--- config.mk ---
export PLATFORM = sky130hd
export DESIGN_NAME = packed_sample_gamma_to_8bit
export DESIGN_NICKNAME = d
export VERILOG_FILES = /design/src/gam_pkg.sv /design/src/gam_mul.sv /design/src/gam_unpack.sv /design/src/gam_core.sv /design/src/packed_sample_gamma_to_8bit.sv
export VERILOG_INCLUDE_DIRS = /design/src /design/src/src
export SDC_FILE = /design/constraint.sdc
export NUM_CORES = 2
export LEC_CHECK = 0
export ABC_CLOCK_PERIOD_IN_PS = 16010
export BUFFER_PORTS_ARGS = -buffer_cell sky130_fd_sc_hd__buf_2
export CORE_AREA = 2 2 428 430
export CTS_CLUSTER_SIZE = 30
export DETAILED_ROUTE_END_ITERATION = 10
export DIE_AREA = 0 0 430 432
export PLACE_DENSITY = 0.4
export SLEW_MARGIN = 0
export SYNTH_ARGS = -nofsm -noshare
export SYNTH_HDL_FRONTEND = slang
export SYNTH_HIERARCHICAL = 1
export SYNTH_SLANG_ARGS = --single-unit
--- constraint.sdc ---
create_clock -name clk -period 16.01 [get_ports clk]
set_clock_uncertainty 0.1 [all_clocks]
set_input_delay 1.601 -clock clk [delete_from_list [all_inputs] [get_ports clk]]
set_output_delay 1.601 -clock clk [all_outputs]
set_load 0.01 [all_outputs]
--- src/packed_sample_gamma_to_8bit_defines.svh ---
// assertion macros shared by the gamma block
`ifndef PACKED_SAMPLE_GAMMA_TO_8BIT_DEFINES_SVH
`define PACKED_SAMPLE_GAMMA_TO_8BIT_DEFINES_SVH

// checked outside reset
`define GAM_ASSERT(lbl, prop, msg) \
  lbl: assert property (@(posedge clk) disable iff (rst) prop) else $error(msg);

// checked during reset as well
`define GAM_ASSERT_RST(lbl, prop, msg) \
  lbl: assert property (@(posedge clk) prop) else $error(msg);

`endif

--- src/gam_pkg.sv ---
package gam_pkg;

  // sample width modes
  localparam logic [1:0] MODE_8  = 2'd0;
  localparam logic [1:0] MODE_12 = 2'd1;
  localparam logic [1:0] MODE_16 = 2'd2;

  // register indexes
  localparam logic REG_MODE  = 1'b0;
  localparam logic REG_GAMMA = 1'b1;

  localparam logic [15:0] GAMMA_RESET = 16'd4096;
  localparam logic [3:0]  LOW_NIBBLE  = 4'hF;

  // largest supported fraction width
  localparam int ROOT_MAX = 24;
  localparam int ROOT_IW  = 5;

  typedef logic [30:0] root_tab_t [ROOT_MAX];

  // completed sample handed from the unpacker to the math core
  typedef struct packed {
    logic        valid;
    logic [1:0]  mode;
    logic [15:0] x;
  } sample_t;

  // core status seen by the top level
  typedef struct packed {
    logic busy;
    logic done;
  } core_stat_t;

  function automatic longint unsigned floor_sqrt(input longint unsigned v);
    longint unsigned res;
    longint unsigned bv;
    longint unsigned vv;
    res = 0;
    bv  = 64'd1 << 62;
    vv  = v;
    while (bv > vv) bv = bv >> 2;
    while (bv != 0) begin
      if (vv >= res + bv) begin
        vv  = vv - (res + bv);
        res = (res >> 1) + bv;
      end else begin
        res = res >> 1;
      end
      bv = bv >> 2;
    end
    return res;
  endfunction

  // c_1 = sqrt(2^59), c_(k+1) = sqrt(c_k * 2^30), entry k-1 holds c_k
  function automatic root_tab_t build_roots();
    root_tab_t t;
    longint unsigned c;
    c = floor_sqrt(64'd1 << 59);
    for (int k = 0; k < ROOT_MAX; k++) begin
      t[k] = c[30:0];
      c = floor_sqrt(c << 30);
    end
    return t;
  endfunction

  localparam root_tab_t ROOTS = build_roots();

  // elaboration-time log2 of a constant, same procedure as the core
  function automatic logic [31:0] log2_fix(input int unsigned v, input int unsigned fb);
    int e;
    longint unsigned m;
    longint unsigned frac;
    e = 15;
    frac = 0;
    while (e > 0 && ((v >> e) & 1) == 0) e = e - 1;
    m = longint'(v) << (30 - e);
    for (int i = 0; i < fb; i++) begin
      m = (m * m) >> 30;
      frac = frac << 1;
      if (m >= (64'd1 << 31)) begin
        frac = frac | 1;
        m = m >> 1;
      end
    end
    return 32'((longint'(e) << fb) | frac);
  endfunction

endpackage

--- src/gam_mul.sv ---
module gam_mul (
  input  logic [31:0] a,
  input  logic [31:0] b,
  output logic [63:0] p
);

  // the one multiplier shared by the log, gamma and exp steps of the core
  assign p = {32'd0, a} * {32'd0, b};

endmodule

--- src/gam_unpack.sv ---
module gam_unpack (
  input  logic             clk,
  input  logic             rst,
  input  logic             clr,
  input  logic             accept,
  input  logic [7:0]       data,
  input  logic [1:0]       mode,
  output gam_pkg::sample_t smp
);

  logic [1:0] byte_phase, byte_phase_next;
  logic [7:0] held_bits, held_bits_next;

  // assemble samples from bytes
  always_comb begin
    byte_phase_next = byte_phase;
    held_bits_next  = held_bits;
    smp.valid = 1'b0;
    smp.mode  = mode;
    smp.x     = 16'd0;
    case (mode)
      gam_pkg::MODE_8: begin
        byte_phase_next = 2'd0;
        smp.valid = 1'b1;
        smp.x     = {8'd0, data};
      end
      gam_pkg::MODE_12: begin
        if (byte_phase == 2'd1) begin
          smp.valid = 1'b1;
          smp.x     = {4'd0, held_bits, data[7:4]};
          held_bits_next  = {4'd0, data[3:0]};
          byte_phase_next = 2'd2;
        end else if (byte_phase == 2'd2) begin
          smp.valid = 1'b1;
          smp.x     = {4'd0, held_bits[3:0] & gam_pkg::LOW_NIBBLE, data};
          held_bits_next  = 8'd0;
          byte_phase_next = 2'd0;
        end else begin
          held_bits_next  = data;
          byte_phase_next = 2'd1;
        end
      end
      gam_pkg::MODE_16: begin
        if (byte_phase == 2'd1) begin
          smp.valid = 1'b1;
          smp.x     = {held_bits, data};
          held_bits_next  = 8'd0;
          byte_phase_next = 2'd0;
        end else begin
          held_bits_next  = data;
          byte_phase_next = 2'd1;
        end
      end
      default: begin
        byte_phase_next = 2'd0;
        held_bits_next  = 8'd0;
      end
    endcase
    smp.valid = smp.valid & accept;
  end

  // phase and partial byte
  always_ff @(posedge clk) begin
    if (rst || clr) begin
      byte_phase <= 2'd0;
      held_bits  <= 8'd0;
    end else if (accept) begin
      byte_phase <= byte_phase_next;
      held_bits  <= held_bits_next;
    end
  end

endmodule

--- src/gam_core.sv ---
module gam_core #(
  parameter int FRACTION_BITS = 16
) (
  input  logic                clk,
  input  logic                rst,
  input  gam_pkg::sample_t    smp,
  input  logic [15:0]         gamma,
  input  logic                take,
  output gam_pkg::core_stat_t stat,
  output logic [7:0]          result
);

  localparam int F  = FRACTION_BITS;
  localparam int LW = F + 4;
  localparam int CW = (F > 1) ? $clog2(F) : 1;
  localparam int RIW = gam_pkg::ROOT_IW;
  localparam logic [CW-1:0] CNT_LAST = CW'(F - 1);
  localparam logic [LW-1:0] LOGM8  = LW'(gam_pkg::log2_fix(255, F));
  localparam logic [LW-1:0] LOGM12 = LW'(gam_pkg::log2_fix(4095, F));
  localparam logic [LW-1:0] LOGM16 = LW'(gam_pkg::log2_fix(65535, F));

  typedef enum logic [5:0] {
    ST_IDLE = 6'b000001,
    ST_LOG  = 6'b000010,
    ST_MULG = 6'b000100,
    ST_EXP  = 6'b001000,
    ST_FIN  = 6'b010000,
    ST_DONE = 6'b100000
  } state_t;

  state_t          state, state_next;
  logic [30:0]     m;
  logic [3:0]      e;
  logic [F-1:0]    frac;
  logic [1:0]      mode;
  logic [30:0]     r;
  logic [F-1:0]    fsh;
  logic [2:0]      q;
  logic [CW-1:0]   cnt;

  logic [31:0]     mul_a, mul_b;
  logic [63:0]     prod;
  logic [3:0]      lead;
  logic [4:0]      sh;
  logic [30:0]     m0;
  logic [31:0]     msq;
  logic [LW-1:0]   logm, negl;
  logic [F+7:0]    dval;
  logic [38:0]     y39, ysh;
  logic [5:0]      yshamt;

  gam_mul u_mul (.a(mul_a), .b(mul_b), .p(prod));

  // top bit of the sample and its normalized mantissa
  always_comb begin
    lead = 4'd0;
    for (int i = 0; i < 16; i++) begin
      if (smp.x[i]) lead = 4'(i);
    end
    sh = 5'd30 - {1'b0, lead};
    m0 = 31'({15'd0, smp.x} << sh);
  end

  // log of the full-scale value for the current mode, less the log of the sample
  always_comb begin
    case (mode)
      gam_pkg::MODE_12: logm = LOGM12;
      gam_pkg::MODE_16: logm = LOGM16;
      default:          logm = LOGM8;
    endcase
    negl = logm - {e, frac};
  end

  // operand select for the shared multiplier
  always_comb begin
    mul_a = {1'b0, m};
    mul_b = {1'b0, m};
    unique case (state)
      ST_MULG: begin
        mul_a = {16'd0, gamma};
        mul_b = 32'(negl);
      end
      ST_EXP: begin
        mul_a = {1'b0, r};
        mul_b = {1'b0, gam_pkg::ROOTS[RIW'(cnt)]};
      end
      default: ;
    endcase
  end

  assign msq    = prod[61:30];
  assign dval   = prod[F+19:12];
  assign y39    = {r, 8'd0} - {8'd0, r};
  assign yshamt = 6'd30 + {3'd0, q};
  assign ysh    = y39 >> yshamt;

  // sequencer
  always_comb begin
    state_next = state;
    unique case (state)
      ST_IDLE: if (smp.valid) state_next = (smp.x == 16'd0) ? ST_DONE : ST_LOG;
      ST_LOG:  if (cnt == CNT_LAST) state_next = ST_MULG;
      ST_MULG: state_next = (|dval[F+7:F+3]) ? ST_DONE : ST_EXP;
      ST_EXP:  if (cnt == CNT_LAST) state_next = ST_FIN;
      ST_FIN:  state_next = ST_DONE;
      ST_DONE: if (take) state_next = ST_IDLE;
      default: state_next = ST_IDLE;
    endcase
  end

  always_ff @(posedge clk) begin
    if (rst) state <= ST_IDLE;
    else     state <= state_next;
  end

  // datapath registers
  always_ff @(posedge clk) begin
    case (state)
      ST_IDLE: begin
        mode <= smp.mode;
        e    <= lead;
        m    <= m0;
        frac <= '0;
        cnt  <= '0;
        result <= (gamma == 16'd0) ? 8'd255 : 8'd0;
      end
      ST_LOG: begin
        // square, then renormalize and take one fraction bit
        if (msq[31]) m <= msq[31:1];
        else         m <= msq[30:0];
        frac <= {frac[F-2:0], msq[31]};
        cnt  <= cnt + CW'(1);
      end
      ST_MULG: begin
        q      <= dval[F+2:F];
        fsh    <= dval[F-1:0];
        r      <= 31'd1 << 30;
        cnt    <= '0;
        result <= 8'd0;
      end
      ST_EXP: begin
        if (fsh[F-1]) r <= prod[60:30];
        fsh <= fsh << 1;
        cnt <= cnt + CW'(1);
      end
      ST_FIN: begin
        result <= (|ysh[38:8]) ? 8'd255 : ysh[7:0];
      end
      default: ;
    endcase
  end

  assign stat.busy = (state != ST_IDLE);
  assign stat.done = (state == ST_DONE);

endmodule

--- src/packed_sample_gamma_to_8bit.sv ---
// channel   dir  handshake          payload
// s_axis    in   s_tvalid/s_tready  s_tdata = stream_byte
// m_axis    out  m_tvalid/m_tready  m_tdata = pixel_value
// apb       in   psel/penable       paddr 0 = sample_width_mode, 4 = gamma_exponent
//
// a byte that completes no sample is only stored in the unpacker
// a completed sample runs through the shared multiplier: a setup step,
// FRACTION_BITS log steps, one gamma multiply, FRACTION_BITS exp steps and
// a scale step that loads the result; a zero sample or overflow ends early
// s_tready is low while the core works or holds a result not yet taken
// synchronous reset clears phase, held bits, core state and m_tvalid
`include "packed_sample_gamma_to_8bit_defines.svh"

module packed_sample_gamma_to_8bit #(
  parameter int FRACTION_BITS = 16
) (
  input  logic        clk,
  input  logic        rst,
  input  logic        s_tvalid,
  output logic        s_tready,
  input  logic [7:0]  s_tdata,   // [7:0] stream_byte
  output logic        m_tvalid,
  input  logic        m_tready,
  output logic [7:0]  m_tdata,   // [7:0] pixel_value
  input  logic        psel,
  input  logic        penable,
  input  logic        pwrite,
  input  logic [2:0]  paddr,
  input  logic [31:0] pwdata,
  output logic [31:0] prdata,
  output logic        pready
);

  logic [1:0]          sample_width_mode;
  logic [15:0]         gamma_exponent;
  logic                wr, mode_wr, s_acc, take;
  gam_pkg::sample_t    smp;
  gam_pkg::core_stat_t core_st;
  logic [7:0]          result;

  // register port
  assign pready  = 1'b1;
  assign wr      = psel & penable & pwrite & pready;
  assign mode_wr = wr & (paddr[2] == gam_pkg::REG_MODE);

  always_ff @(posedge clk) begin
    if (rst) begin
      sample_width_mode <= gam_pkg::MODE_8;
      gamma_exponent    <= gam_pkg::GAMMA_RESET;
    end else if (wr) begin
      unique case (paddr[2])
        gam_pkg::REG_MODE:  sample_width_mode <= pwdata[1:0];
        gam_pkg::REG_GAMMA: gamma_exponent    <= pwdata[15:0];
        default: ;
      endcase
    end
  end

  always_comb begin
    unique case (paddr[2])
      gam_pkg::REG_MODE:  prdata = {30'd0, sample_width_mode};
      gam_pkg::REG_GAMMA: prdata = {16'd0, gamma_exponent};
      default:            prdata = 32'd0;
    endcase
  end

  // input side
  assign s_tready = !core_st.busy;
  assign s_acc    = s_tvalid & s_tready;

  gam_unpack u_unpack (
    .clk(clk), .rst(rst), .clr(mode_wr), .accept(s_acc),
    .data(s_tdata), .mode(sample_width_mode), .smp(smp)
  );

  gam_core #(.FRACTION_BITS(FRACTION_BITS)) u_core (
    .clk(clk), .rst(rst), .smp(smp), .gamma(gamma_exponent),
    .take(take), .stat(core_st), .result(result)
  );

  // output register
  assign take = core_st.done & (!m_tvalid | m_tready);

  always_ff @(posedge clk) begin
    if (rst) begin
      m_tvalid <= 1'b0;
    end else if (take) begin
      m_tvalid <= 1'b1;
    end else if (m_tready) begin
      m_tvalid <= 1'b0;
    end
  end

  always_ff @(posedge clk) begin
    if (take) m_tdata <= result;
  end

  `GAM_ASSERT(a_sample_starts_core, smp.valid |=> core_st.busy, "sample did not start core")
  `GAM_ASSERT(a_done_held, (core_st.done && m_tvalid && !m_tready) |=> core_st.done, "result dropped")
  `GAM_ASSERT_RST(a_reset_clear, rst |=> (!m_tvalid && !core_st.busy), "reset left activity")

endmodule
==> results.md <==
* FMAX at 0.0782 GHz
* DIE HEIGHT at 432 um
* FF/Latch Area at 0.00439 mm^2
* Family with the most delay on the worst path: adder cells
* Non-Filler Instances at 7264
* Synth Area per Inst at 8.97 um^2
* Final nets at 6111
* CP Capture Type: register
* WP data required at 16.11 ns
* CTS resizes at 0
* Worst r2r src: u_core/mode[0]
* Vias/cell at 4.56
* Met1 Use GR at 21.7%
* Post-DP HPWL at 111 mm
* Worst-Margin Slew at 1.10 ns
* Slew margin rel. at 26.6%
* Yosys warnings at 6
* Chip width at 430 um
* Worst hold path type: reg -> reg
* # IOs at 93
* Initial DRC count at 1930
* Final wirelength at 141 mm
* Fin. max-slew vios at 0
* Post-Syn Instances at 4983
* First-pass GRT wire length at 221 mm
* Status: finished clean
* TritonRoute pass-1 iters at 5
* Crit path launch type: register
* Setup WS pre-CTS at 3.21 ns
* Global Route Usage Sum at 15.5%
* Sink Count at 158
* Clock Tree Buf Depth at 2
* Post-Place Cells at 7226
* Gp weighted congestion at 0.851
* Via count at 33100
* Cts bufs inserted at 17
* Final Hold Fails at 0
* Mapped Area at 0.0447 mm^2
* CP peak stage delay at 0.70 ns
* Layout cells sized above 1 at 5.48%
* TritonCTS clock tree: yes
* Worst Hold Path Cells at 0
* R2R depth at 44
* Die area at 0.186 mm^2
* Critical Path Most Common Cell: fa_1
* Largest net degree at the start of global routing at 55
* Most common cell after layout, fill and taps aside: inv_1
* Hold_buf cts at 0
* Port bufs at 57
* Clock slew at reported path FFs at 0.07 ns
* Post-DRT Antenna Nets at 0
* Area delta synth->final at 7.86%
* RSZ-0062 raised after global routing: no
* Initial antenna violation count at 16
* Met2 usage at 26.1%
* Slowest-stage cell, CP: o21ai_0
* Register-to-Register Setup Slack at 3.22 ns
* Max FO, Critical Path at 33
* Setup TNS at 0 ns
* Area of the multi-input gates at 0.0358 mm^2
* WP data arrival at 12.89 ns
* Setup Viol. Count Final at 0
* Root Driver: clkbuf_16
* Worst Path Buf+Inv at 10
* RR Endpoint: u_core/m[20]
* Core area at 0.182 mm^2
* Max cap viols at 0
* Hold Path End: m_tdata[3]
* Routed len/inst at 19.4 um
* Hold path start: u_core/result[3]
* Post-CTS setup buffer count at 0
* Crit share post-route at 79.9%
* Number of global-route vias before repair at 35800
* Deepest level of the CTS H-tree at 4
* Tmin final at 12.79 ns
* Row Count at 157
* Fill cells at 19700
* Layer with the highest usage: met2
* WS Path Type: reg -> reg
* Worst skew pair latency at 0.46 ns
* Post-route DRC at 0
* Most frequent cells in the layout: inv_1 (936), fa_1 (896), and2_1 (653), nand2_1 (648), ha_1 (305)
* Global route overflow at 0
* Initial Utilization at 24.6%
* Fin worst setup slack at 3.22 ns
* Layout Utilization at 26.5%
* Grt met3 use at 1.51%
[sequential cells by signal, summed over array words and instances (netlist names), 6 cells and up]
| name | count |
|---|---|
| u_core/m | 31 |
| u_core/state | 6 |
| gamma_exponent | 16 |
| u_core/r | 31 |
| u_core/frac | 16 |
| u_unpack/held_bits | 8 |
| u_core/result | 8 |
| m_tdata | 8 |
| u_core/fsh | 16 |
[worst max-delay path by stage]
stage	depth (start not counted)	start	endpoint	slack (ns)
floorplan	43	u_core/mode[0]	u_core/m[26]	5.17
global placement	35	u_core/state[4]	u_core/m[25]	3.14
detailed placement	35	u_core/state[4]	u_core/m[25]	3.21
CTS	35	u_core/state[4]	u_core/m[25]	3.13
global route	39	u_core/mode[0]	u_core/m[20]	2.63
finish	44	u_core/mode[0]	u_core/m[20]	3.22
[through the flow]
step	cell area (um^2)	hold slack (ns)
3_3_place_gp	47600	0.307
3_5_place_dp	47600	0.308
2_1_floorplan	44800	0.300
6_report	48200	0.323
5_1_grt	48200	0.328
4_1_cts	48200	0.325
[routing by layer]
layer | part of all wire [%] | vias up
met5 | 0.031 | -
met4 | 1.6 | 8
met3 | 3.8 | 110
met2 | 48 | 627
met1 | 47 | 17300
li1 | - | 15100
[area by class of cell]
type                       instances  share of cell area (%)
clock inverter                    12                   0.275
inverter                         940                    7.32
multi-input combinational       3603                    74.2
clock buffer                      20                   0.950
sequential                       158                    9.11
tap                             2385                    6.19
timing repair buffer             140                    1.88
antenna                            6                  0.0311
Power is left out: the tool's default activity adds up to more than one toggle a clock period on the data nets, which glitch-free logic cannot reach.
